[src/design/lfst_pkg.sv]
// ----------------------------------------------------------------------------
// lfst_pkg
// shared types, codes and the gradient table of the factor sgd trainer
// ----------------------------------------------------------------------------
`default_nettype none

package lfst_pkg;

    localparam int NUM_ITEMS_DEF   = 1024;
    localparam int RANK_DEF        = 16;
    localparam int MAX_HISTORY_DEF = 64;

    localparam int TYPE_W  = 3;
    localparam int ITEM_W  = 10;
    localparam int POS_W   = 4;
    localparam int VALUE_W = 32;
    localparam int STAT_W  = 2;
    localparam int CFG_IDX_W  = 8;
    localparam int CFG_DATA_W = 16;
    localparam int GRAD_W     = 16;
    localparam int GRAD_DEPTH = 256;
    localparam int GRAD_HALF  = GRAD_DEPTH / 2;

    localparam logic [CFG_DATA_W-1:0] LR_RESET  = 16'd655;
    localparam logic [CFG_DATA_W-1:0] REG_RESET = 16'd655;

    typedef enum logic [TYPE_W-1:0] {
        REQ_WR_ROW = 3'd0,
        REQ_WR_COL = 3'd1,
        REQ_PUSH   = 3'd2,
        REQ_TRAIN  = 3'd3,
        REQ_RD_ROW = 3'd4,
        REQ_RD_COL = 3'd5,
        REQ_RSVD6  = 3'd6,
        REQ_RSVD7  = 3'd7
    } req_code_t;

    typedef enum logic [STAT_W-1:0] {
        ST_OK   = 2'd0,
        ST_FULL = 2'd1,
        ST_SAT  = 2'd2
    } stat_code_t;

    typedef enum logic [CFG_IDX_W-1:0] {
        CFG_LR  = 8'd0,
        CFG_REG = 8'd1
    } cfg_code_t;

    typedef enum logic [4:0] {
        OP_NONE,
        OP_CAPTURE,
        OP_WRITE,
        OP_PUSH,
        OP_READ,
        OP_READ_DONE,
        OP_HIST_RD,
        OP_HIST_LAT,
        OP_FAC_RD,
        OP_SC_MUL,
        OP_SC_ACC,
        OP_GRAD,
        OP_U1,
        OP_U2,
        OP_U3,
        OP_U4,
        OP_U5,
        OP_TRAIN_END
    } dp_op_t;

    typedef struct packed {
        dp_op_t op;
        logic   h_clr;
        logic   h_inc;
        logic   k_clr;
        logic   k_inc;
    } lfst_cmd_t;

    typedef struct packed {
        req_code_t req_type;
        logic      item_ok;
        logic      elem_ok;
        logic      hist_full;
        logic      hist_empty;
        logic      last_h;
        logic      last_k;
    } lfst_sts_t;

    typedef enum logic [4:0] {
        S_IDLE,
        S_DECODE,
        S_RD_WAIT,
        S_SHRD,
        S_SHLAT,
        S_SFRD,
        S_SMUL,
        S_SACC,
        S_GRAD,
        S_UHRD,
        S_UHLAT,
        S_UFRD,
        S_U1,
        S_U2,
        S_U3,
        S_U4,
        S_U5,
        S_TEND,
        S_RESP
    } ctrl_state_t;

    typedef logic [GRAD_W-1:0] grad_tbl_t [GRAD_DEPTH];

    // restoring long division, used only while building the table
    function automatic logic [63:0] div_u64(logic [63:0] num, logic [63:0] den);
        logic [63:0] rem;
        logic [63:0] quo;
        rem = '0;
        quo = '0;
        for (int i = 63; i >= 0; i--)
        begin
            rem = {rem[62:0], num[i]};
            if (rem >= den)
            begin
                rem    = rem - den;
                quo[i] = 1'b1;
            end
        end
        return quo;
    endfunction

    // magnitude 1/(1+exp(c)) per 1/16 bin of [-8,8), built at elaboration
    function automatic grad_tbl_t build_grad_tbl();
        grad_tbl_t   t;
        logic [63:0] q;
        logic [63:0] step;
        logic [63:0] d;
        logic [63:0] e;
        e    = 64'd4162825044;
        step = (e * e + 64'd2147483648) >> 32;
        q    = e;
        for (int m = 0; m < GRAD_HALF; m++)
        begin
            d = 64'd4294967296 + q;
            t[GRAD_HALF + m]     = GRAD_W'(div_u64((q << 16) + (d >> 1), d));
            t[GRAD_HALF - 1 - m] = GRAD_W'(div_u64((64'd4294967296 << 16) + (d >> 1), d));
            q = (q * step + 64'd2147483648) >> 32;
        end
        return t;
    endfunction

endpackage

`default_nettype wire

[src/design/lfst_ctrl.sv]
// ----------------------------------------------------------------------------
// lfst_ctrl
// request sequencer: decodes a request and steps the datapath through it
// ----------------------------------------------------------------------------
`default_nettype none

module lfst_ctrl (
    input  wire logic                clk,
    input  wire logic                rst_n,
    input  wire logic                in_valid,
    output logic                     in_ready,
    output logic                     out_valid,
    input  wire logic                out_ready,
    output lfst_pkg::lfst_cmd_t      cmd,
    input  wire lfst_pkg::lfst_sts_t sts
);
    import lfst_pkg::*;

    ctrl_state_t state_reg;
    ctrl_state_t state_next;

    always_ff @(posedge clk or negedge rst_n)
    begin
        if (!rst_n)
        begin
            state_reg <= S_IDLE;
        end
        else
        begin
            state_reg <= state_next;
        end
    end

    always_comb
    begin
        state_next = state_reg;
        cmd        = '{op: OP_NONE, h_clr: 1'b0, h_inc: 1'b0, k_clr: 1'b0, k_inc: 1'b0};
        in_ready   = 1'b0;
        out_valid  = 1'b0;
        unique case (state_reg)
            S_IDLE:
            begin
                in_ready = 1'b1;
                if (in_valid)
                begin
                    cmd.op     = OP_CAPTURE;
                    state_next = S_DECODE;
                end
            end
            S_DECODE:
            begin
                state_next = S_RESP;
                unique case (sts.req_type)
                    REQ_WR_ROW, REQ_WR_COL:
                    begin
                        if (sts.elem_ok)
                        begin
                            cmd.op = OP_WRITE;
                        end
                    end
                    REQ_PUSH:
                    begin
                        if (sts.item_ok)
                        begin
                            cmd.op = OP_PUSH;
                        end
                    end
                    REQ_RD_ROW, REQ_RD_COL:
                    begin
                        if (sts.elem_ok)
                        begin
                            cmd.op     = OP_READ;
                            state_next = S_RD_WAIT;
                        end
                    end
                    REQ_TRAIN:
                    begin
                        if (sts.item_ok && !sts.hist_empty)
                        begin
                            cmd.h_clr  = 1'b1;
                            state_next = S_SHRD;
                        end
                    end
                    default:
                    begin
                        state_next = S_RESP;
                    end
                endcase
            end
            S_RD_WAIT:
            begin
                cmd.op     = OP_READ_DONE;
                state_next = S_RESP;
            end
            // score pass
            S_SHRD:
            begin
                cmd.op     = OP_HIST_RD;
                state_next = S_SHLAT;
            end
            S_SHLAT:
            begin
                cmd.op     = OP_HIST_LAT;
                cmd.k_clr  = 1'b1;
                state_next = S_SFRD;
            end
            S_SFRD:
            begin
                cmd.op     = OP_FAC_RD;
                state_next = S_SMUL;
            end
            S_SMUL:
            begin
                cmd.op     = OP_SC_MUL;
                state_next = S_SACC;
            end
            S_SACC:
            begin
                cmd.op = OP_SC_ACC;
                if (!sts.last_k)
                begin
                    cmd.k_inc  = 1'b1;
                    state_next = S_SFRD;
                end
                else if (!sts.last_h)
                begin
                    cmd.h_inc  = 1'b1;
                    state_next = S_SHRD;
                end
                else
                begin
                    state_next = S_GRAD;
                end
            end
            S_GRAD:
            begin
                cmd.op     = OP_GRAD;
                cmd.h_clr  = 1'b1;
                state_next = S_UHRD;
            end
            // update pass
            S_UHRD:
            begin
                cmd.op     = OP_HIST_RD;
                state_next = S_UHLAT;
            end
            S_UHLAT:
            begin
                cmd.op     = OP_HIST_LAT;
                cmd.k_clr  = 1'b1;
                state_next = S_UFRD;
            end
            S_UFRD:
            begin
                cmd.op     = OP_FAC_RD;
                state_next = S_U1;
            end
            S_U1:
            begin
                cmd.op     = OP_U1;
                state_next = S_U2;
            end
            S_U2:
            begin
                cmd.op     = OP_U2;
                state_next = S_U3;
            end
            S_U3:
            begin
                cmd.op     = OP_U3;
                state_next = S_U4;
            end
            S_U4:
            begin
                cmd.op     = OP_U4;
                state_next = S_U5;
            end
            S_U5:
            begin
                cmd.op = OP_U5;
                if (!sts.last_k)
                begin
                    cmd.k_inc  = 1'b1;
                    state_next = S_UFRD;
                end
                else if (!sts.last_h)
                begin
                    cmd.h_inc  = 1'b1;
                    state_next = S_UHRD;
                end
                else
                begin
                    state_next = S_TEND;
                end
            end
            S_TEND:
            begin
                cmd.op     = OP_TRAIN_END;
                state_next = S_RESP;
            end
            S_RESP:
            begin
                out_valid = 1'b1;
                if (out_ready)
                begin
                    state_next = S_IDLE;
                end
            end
            default:
            begin
                state_next = S_IDLE;
            end
        endcase
    end

endmodule

`default_nettype wire

[config.mk]
export PLATFORM = sky130hd
export DESIGN_NAME = lfst_ctrl
export DESIGN_NICKNAME = d
export VERILOG_FILES = /design/src/design/lfst_pkg.sv /design/src/design/lfst_ctrl.sv
export SDC_FILE = /design/constraint.sdc
export NUM_CORES = 1
export LEC_CHECK = 0
export BUFFER_PORTS_ARGS = -buffer_cell sky130_fd_sc_hd__buf_4
export CORE_UTILIZATION = 51
export DETAILED_ROUTE_END_ITERATION = 10
export GPL_TIMING_DRIVEN = 0
export HOLD_SLACK_MARGIN = 0.06
export PLACE_DENSITY = 0.92
export SYNTH_ARGS = -nofsm -noshare
export SYNTH_HDL_FRONTEND = slang
export SYNTH_SLANG_ARGS = --single-unit
export TNS_END_PERCENT = 10
[constraint.sdc]
create_clock -name clk -period 2.5 [get_ports clk]
set_input_delay 0.25 -clock clk [delete_from_list [all_inputs] [get_ports clk]]
set_output_delay 0.25 -clock clk [all_outputs]
set_load 0.01 [all_outputs]
Word-level counts from Yosys, hierarchy flattened
Cells that the tools add are included.
Storage, ports and cells
  flip-flop bits (word level): 5
  bits of input ports: 13
  word-level logic and storage cells: 65
Cells by class
  reduce and logical (&&, ||, !) cells: 12
  mux-type cells: 27
  equal/unequal tests: 25
Operators with widths (number)
  $pmux W5 S18: 1
  $pmux W5 S15: 1
  $eq A5 B4 Y1 const B: 8
  $mux W5: 7
  $eq A5 B3 Y1 const B: 4
  $eq A5 B5 Y1 const B: 3
  $pmux W5 S3: 1
  $reduce_or A2 Y1: 7
  $mux W1: 11
  $eq A5 B2 Y1 const B: 2
  $pmux W5 S2: 1
  $eq A3 B2 Y1 const B: 2
  $eq A3 B3 Y1 const B: 2
  $eq A5 B1 Y1 const B: 1
  $logic_not A5 Y1: 1
  $mux W2: 2
  $mux W4: 1
  $ne A2 B2 Y1 const B: 2
  $eq A3 B1 Y1 const B: 1
  $logic_not A3 Y1: 1
  $mux W3: 1
  $pmux W1 S2: 1
  $reduce_and A2 Y1: 1
  $logic_and A1 B1 Y1: 1
  $logic_not A1 Y1: 1

Depth between registers and ports, before layout
  word-level depth: 5
  depth in mapped cells: 6
  depth with buffers taken out: 4

Least setup slack after synthesis
Ideal clock, no wire load.
  path kind: flip-flop to output port
  start: register state_reg[3]
  end: output port cmd[5] (netlist bit)
  data arrival time: 1.343 ns
  required time: 2.250 ns
  cell stages (with the launch flop): 5
  slack: 0.907 ns
  cell sequence: dfrtp_1 > nor2_2 > nand3_1 > or4b_1 > o311ai_1
RTL lines
  start, declared: RTL line lfst_ctrl.sv:19  | ctrl_state_t state_reg;
  start signal, assigned: RTL line lfst_ctrl.sv:30  | state_reg <= state_next;
  end, declared: RTL line lfst_ctrl.sv:14  | output lfst_pkg::lfst_cmd_t cmd,

==> impl.org <==
** Logic synthesis
- After synthesis, the share of flip-flops with an asynchronous set or reset is 100%.
- Average cell area after synthesis :: 7.07 um2
- For this run, the number of Yosys warnings is 0.
- Of the post-synthesis cell area, the dominant cell type holds 18.8%.
- Number of synthesized flops with an enable pin :: 0
- Area contributors post-synth :: dfrtp_1 (19%), nor2_1 (6.2%), buf_2 (6.0%), a21oi_1 (5.3%), nor3_1 (5.3%)
- Multiplexer cells account for 1.51% of the synthesized area.
- Counting every net in the synthesized netlist gives 107.
- The synthesized netlist devotes 35.8% of its cell area to simple gates.
- Summing the sequential cell areas from Yosys gives 18.8% of the chip area.
- Count of state elements after synthesis :: 5
- Largest family of logic cells by synthesized area :: simple AND/OR/NAND/NOR gates
- Count of cell types in the netlist :: 38
- Synthesized instance count :: 94
- The synthesized netlist devotes 35.6% of its cell area to compound gates.
- For this run, the leading register cell type out of synthesis is dfrtp_1.
- The cell area that synthesis handed to floorplanning was 664 um2.
- Library cell with the largest summed area after synthesis :: dfrtp_1
- Adder and majority gate portion of the synthesized area :: 0%
- Summing the areas of all xor and xnor instances in the mapped netlist gives 0% of the synthesized area.

** Status
- The run finished with clean final reports.

** Flow run
- Across the run, the number of max-cap violations was 0.

** STA
- On the final layout, the worst clock skew is 0.00568 ns.
- Number of setup violations in the final report :: 0
- For the pin with the worst max-slew slack, the measured transition is 0.400 ns.
- Final Max Slew Viols :: 0
- Worst max-slew margin expressed relative to the limit :: 72.7%
- Max Clk Rate :: 462 MHz
- Final Worst Setup Slack :: 0.337 ns
- Of the available clock period, the critical path in the final layout requires 86.5%.
- Setup repair after global routing missed its margin :: no
- Count of endpoints failing hold in the final timing report :: 0
- Setup TNS Final :: 0 ns
- Final Hold Slack :: 0.346 ns
- Period minus WS final :: 2.16 ns

** Power
- P_sw :: 595 uW
- Relative contribution of combinational cells to total power :: 78.0%
- Dividing total power by cell area gives a power density of 1330 nW/um2.
- Sequential cells burn 14.0% of the power.
- Total power :: 1.17 mW
- Cell internal power was estimated by the tool at 579 uW.
- Standby leakage power :: 0.396 nW
- Switching share of power :: 50.7%
- IR analysis of the VDD net gives a maximum drop of 0.687 mV.
- Of the total power, the clock network draws 8.0%.

** Routing
- The routed design has 2050 um of wire.
- Post-detailed-route wirelength per cell :: 15.2 um
- Count of TritonRoute iterations in the first routing pass :: 4
- Highest Signal Layer :: met4
- Detailed-routed wire length on met3 :: 226 um
- Routed met1 length :: 816 um
- Detailed routing inserted a total of 882 vias.
- Post-detailed-route count of antenna-violating nets :: 0
- Starting DRT DRC Count :: 36
- Per-cell via count in the routed design :: 6.53
- Met2 routed wirelength :: 978 um
- Residual DRC count :: 0

** Clocking
- No sink is reached through more buffers than the 2 on the longest clock path.
- At the later pin of the worst-skew pair, clock insertion delay measures 0.24 ns.
- Buffers inserted during clock tree synthesis total 3.
- The root buffer cell chosen for the clock tree is clkbuf_4.
- Clock tree from TritonCTS :: built
- Counting every sink on the clock net gives 5.
- After clock tree synthesis, the clock-pin slew on the worst setup and hold paths is 0.05 ns.
- CTS built an H-tree with a depth of 1.

** GRT
- Global routing finished with a remaining overflow of 0.
- The number of global-route vias before repair was 732.
- Total routing usage reported by global routing :: 30.4%
- Entering global routing, the biggest net connects 11 pins.
- The number of antenna violations at the first check in global routing is 0.
- First-pass GRT wire length :: 3060 um

** Final layout
- Commonest non-fill, non-tap cells in the layout :: buf_4 (22), nor2_1 (11), buf_2 (8), nor3_1 (7), a21oi_1 (7)
- Most common cell after layout, fill and taps aside :: buf_4
- Largest register FFs :: 5
- The net count of the finished layout is 135.
- The number of antenna diodes in the final layout is 0.
- Finished Core Util :: 76.4%
- Final-layout fill cell count :: 94
- The post-route netlist has 33.1% of its cells at a drive strength greater than 1.
- After routing the design area is 883 um2.
- Final non-filler cell total :: 135
- Summing all multi-input logic gate instances after layout gives 484 um2.
- Registers take 125 um2.
- Layout Area Growth over Synthesis :: 33.0%

** Floorplanning
- Area of the die :: 1450 um2
- Standard-cell row count :: 12
- Die Height :: 38.1 um
- DIE WIDTH :: 38.1 um
- Starting density of the core :: 57.5%
- Boundary pin count :: 24
- Core area :: 1160 um2

** Placement
- Final GP Congestion :: 0.876
- Before CTS, the worst setup slack after placement is 0.648 ns.
- HPWL Detailed :: 1450 um
- The count of buffers added on input and output ports is 22.
- Placed Cells :: 130
- Summing all placed instances gives a cell area of 847 um2.

** Worst setup path
- The worst setup path is captured at a primary output.
- Data arrives at the worst endpoint at 1.91 ns.
- Maximum fanout count along the critical path :: 7
- CP Launch Type :: flip-flop
- Data required, critical path :: 2.25 ns
- Worst setup path class :: reg2out
- The worst register-to-register path begins at state_reg[3].
- The setup check on the worst reg-to-reg path leaves a slack of 1.03 ns.
- The worst register-to-register path ends at state_reg[0].
- Path depth of the worst reg2reg path :: 5

** Hold path
- Worst hold path class :: in2async
power by group through the flow:
stage                     Clock [mW]  Sequential (mW)  Combinational, mW
after floorplan                    0            0.149              0.618
after global placement             0            0.161              0.877
after detailed placement           0            0.161              0.894
after CTS                     0.0977            0.160              0.898
after global routing           0.101            0.168              0.988
final                         0.0940            0.164              0.916
how the worst max path moves through the flow:
| stage | start | end | depth (start not counted) |
|---|---|---|---|
| detailed placement | state_reg[3] | cmd[5] | 5 |
| global route | state_reg[3] | cmd[5] | 5 |
| global placement | state_reg[3] | cmd[5] | 5 |
| finish | state_reg[3] | cmd[5] | 5 |
| CTS | state_reg[3] | cmd[5] | 5 |
| floorplan | state_reg[3] | cmd[5] | 4 |
area by class of cell:
| type | instances | area share (%) |
|---|---|---|
| multi-input combinational | 77 | 54.8 |
| timing repair buffer | 23 | 19.8 |
| sequential | 5 | 14.2 |
| buffer | 9 | 4.96 |
| clock buffer | 4 | 2.97 |
| tap | 14 | 1.98 |
| inverter | 3 | 1.27 |
worst max-delay path: stages, from the launching register on:
cell and delay [ns]:
dfrtp_1 0.45, nor2_2 0.28, nand3_1 0.15, or4b_1 0.51, o311ai_1 0.10, buf_4 0.17
layer usage:
| metal | vias to the layer above | global-route usage (%) |
|---|---|---|
| met2 | 78 | 45.8 |
| met3 | 4 | 6.40 |
| met1 | 388 | 40.4 |
| met4 | 0 | 15.2 |
| li1 | 412 | - |
| met5 | - | 0 |
kinds of logic after synthesis:
logic type | count (synthesis)
AOI/OAI and AO/OA | 33
buffers and inverters | 12
DFF | 5
and+or+nand+nor | 43
muxes | 1
cell usage after synthesis (2+ instances only):
| cell | n |
|---|---|
| nand3_1 | 3 |
| and2_1 | 2 |
| nor2_1 | 11 |
| dfrtp_1 | 5 |
| a32oi_1 | 2 |
| a21o_1 | 2 |
| a311o_1 | 3 |
| a22oi_1 | 2 |
| nand2b_1 | 2 |
| nor3_1 | 7 |
| a21oi_1 | 7 |
| inv_1 | 2 |
| or2_2 | 2 |
| buf_2 | 8 |
| and3b_1 | 2 |
| o211ai_1 | 3 |
| o21ai_0 | 5 |
| a221oi_1 | 2 |
| nand2_1 | 5 |
timing repair:
action | CTS | global route
buffers inserted | 0 | 0
hold endpoints to repair | 5 | 0
resized for setup | 0 | 0
hold buffers | 1 | 0
(Power assumes the default switching activity.)
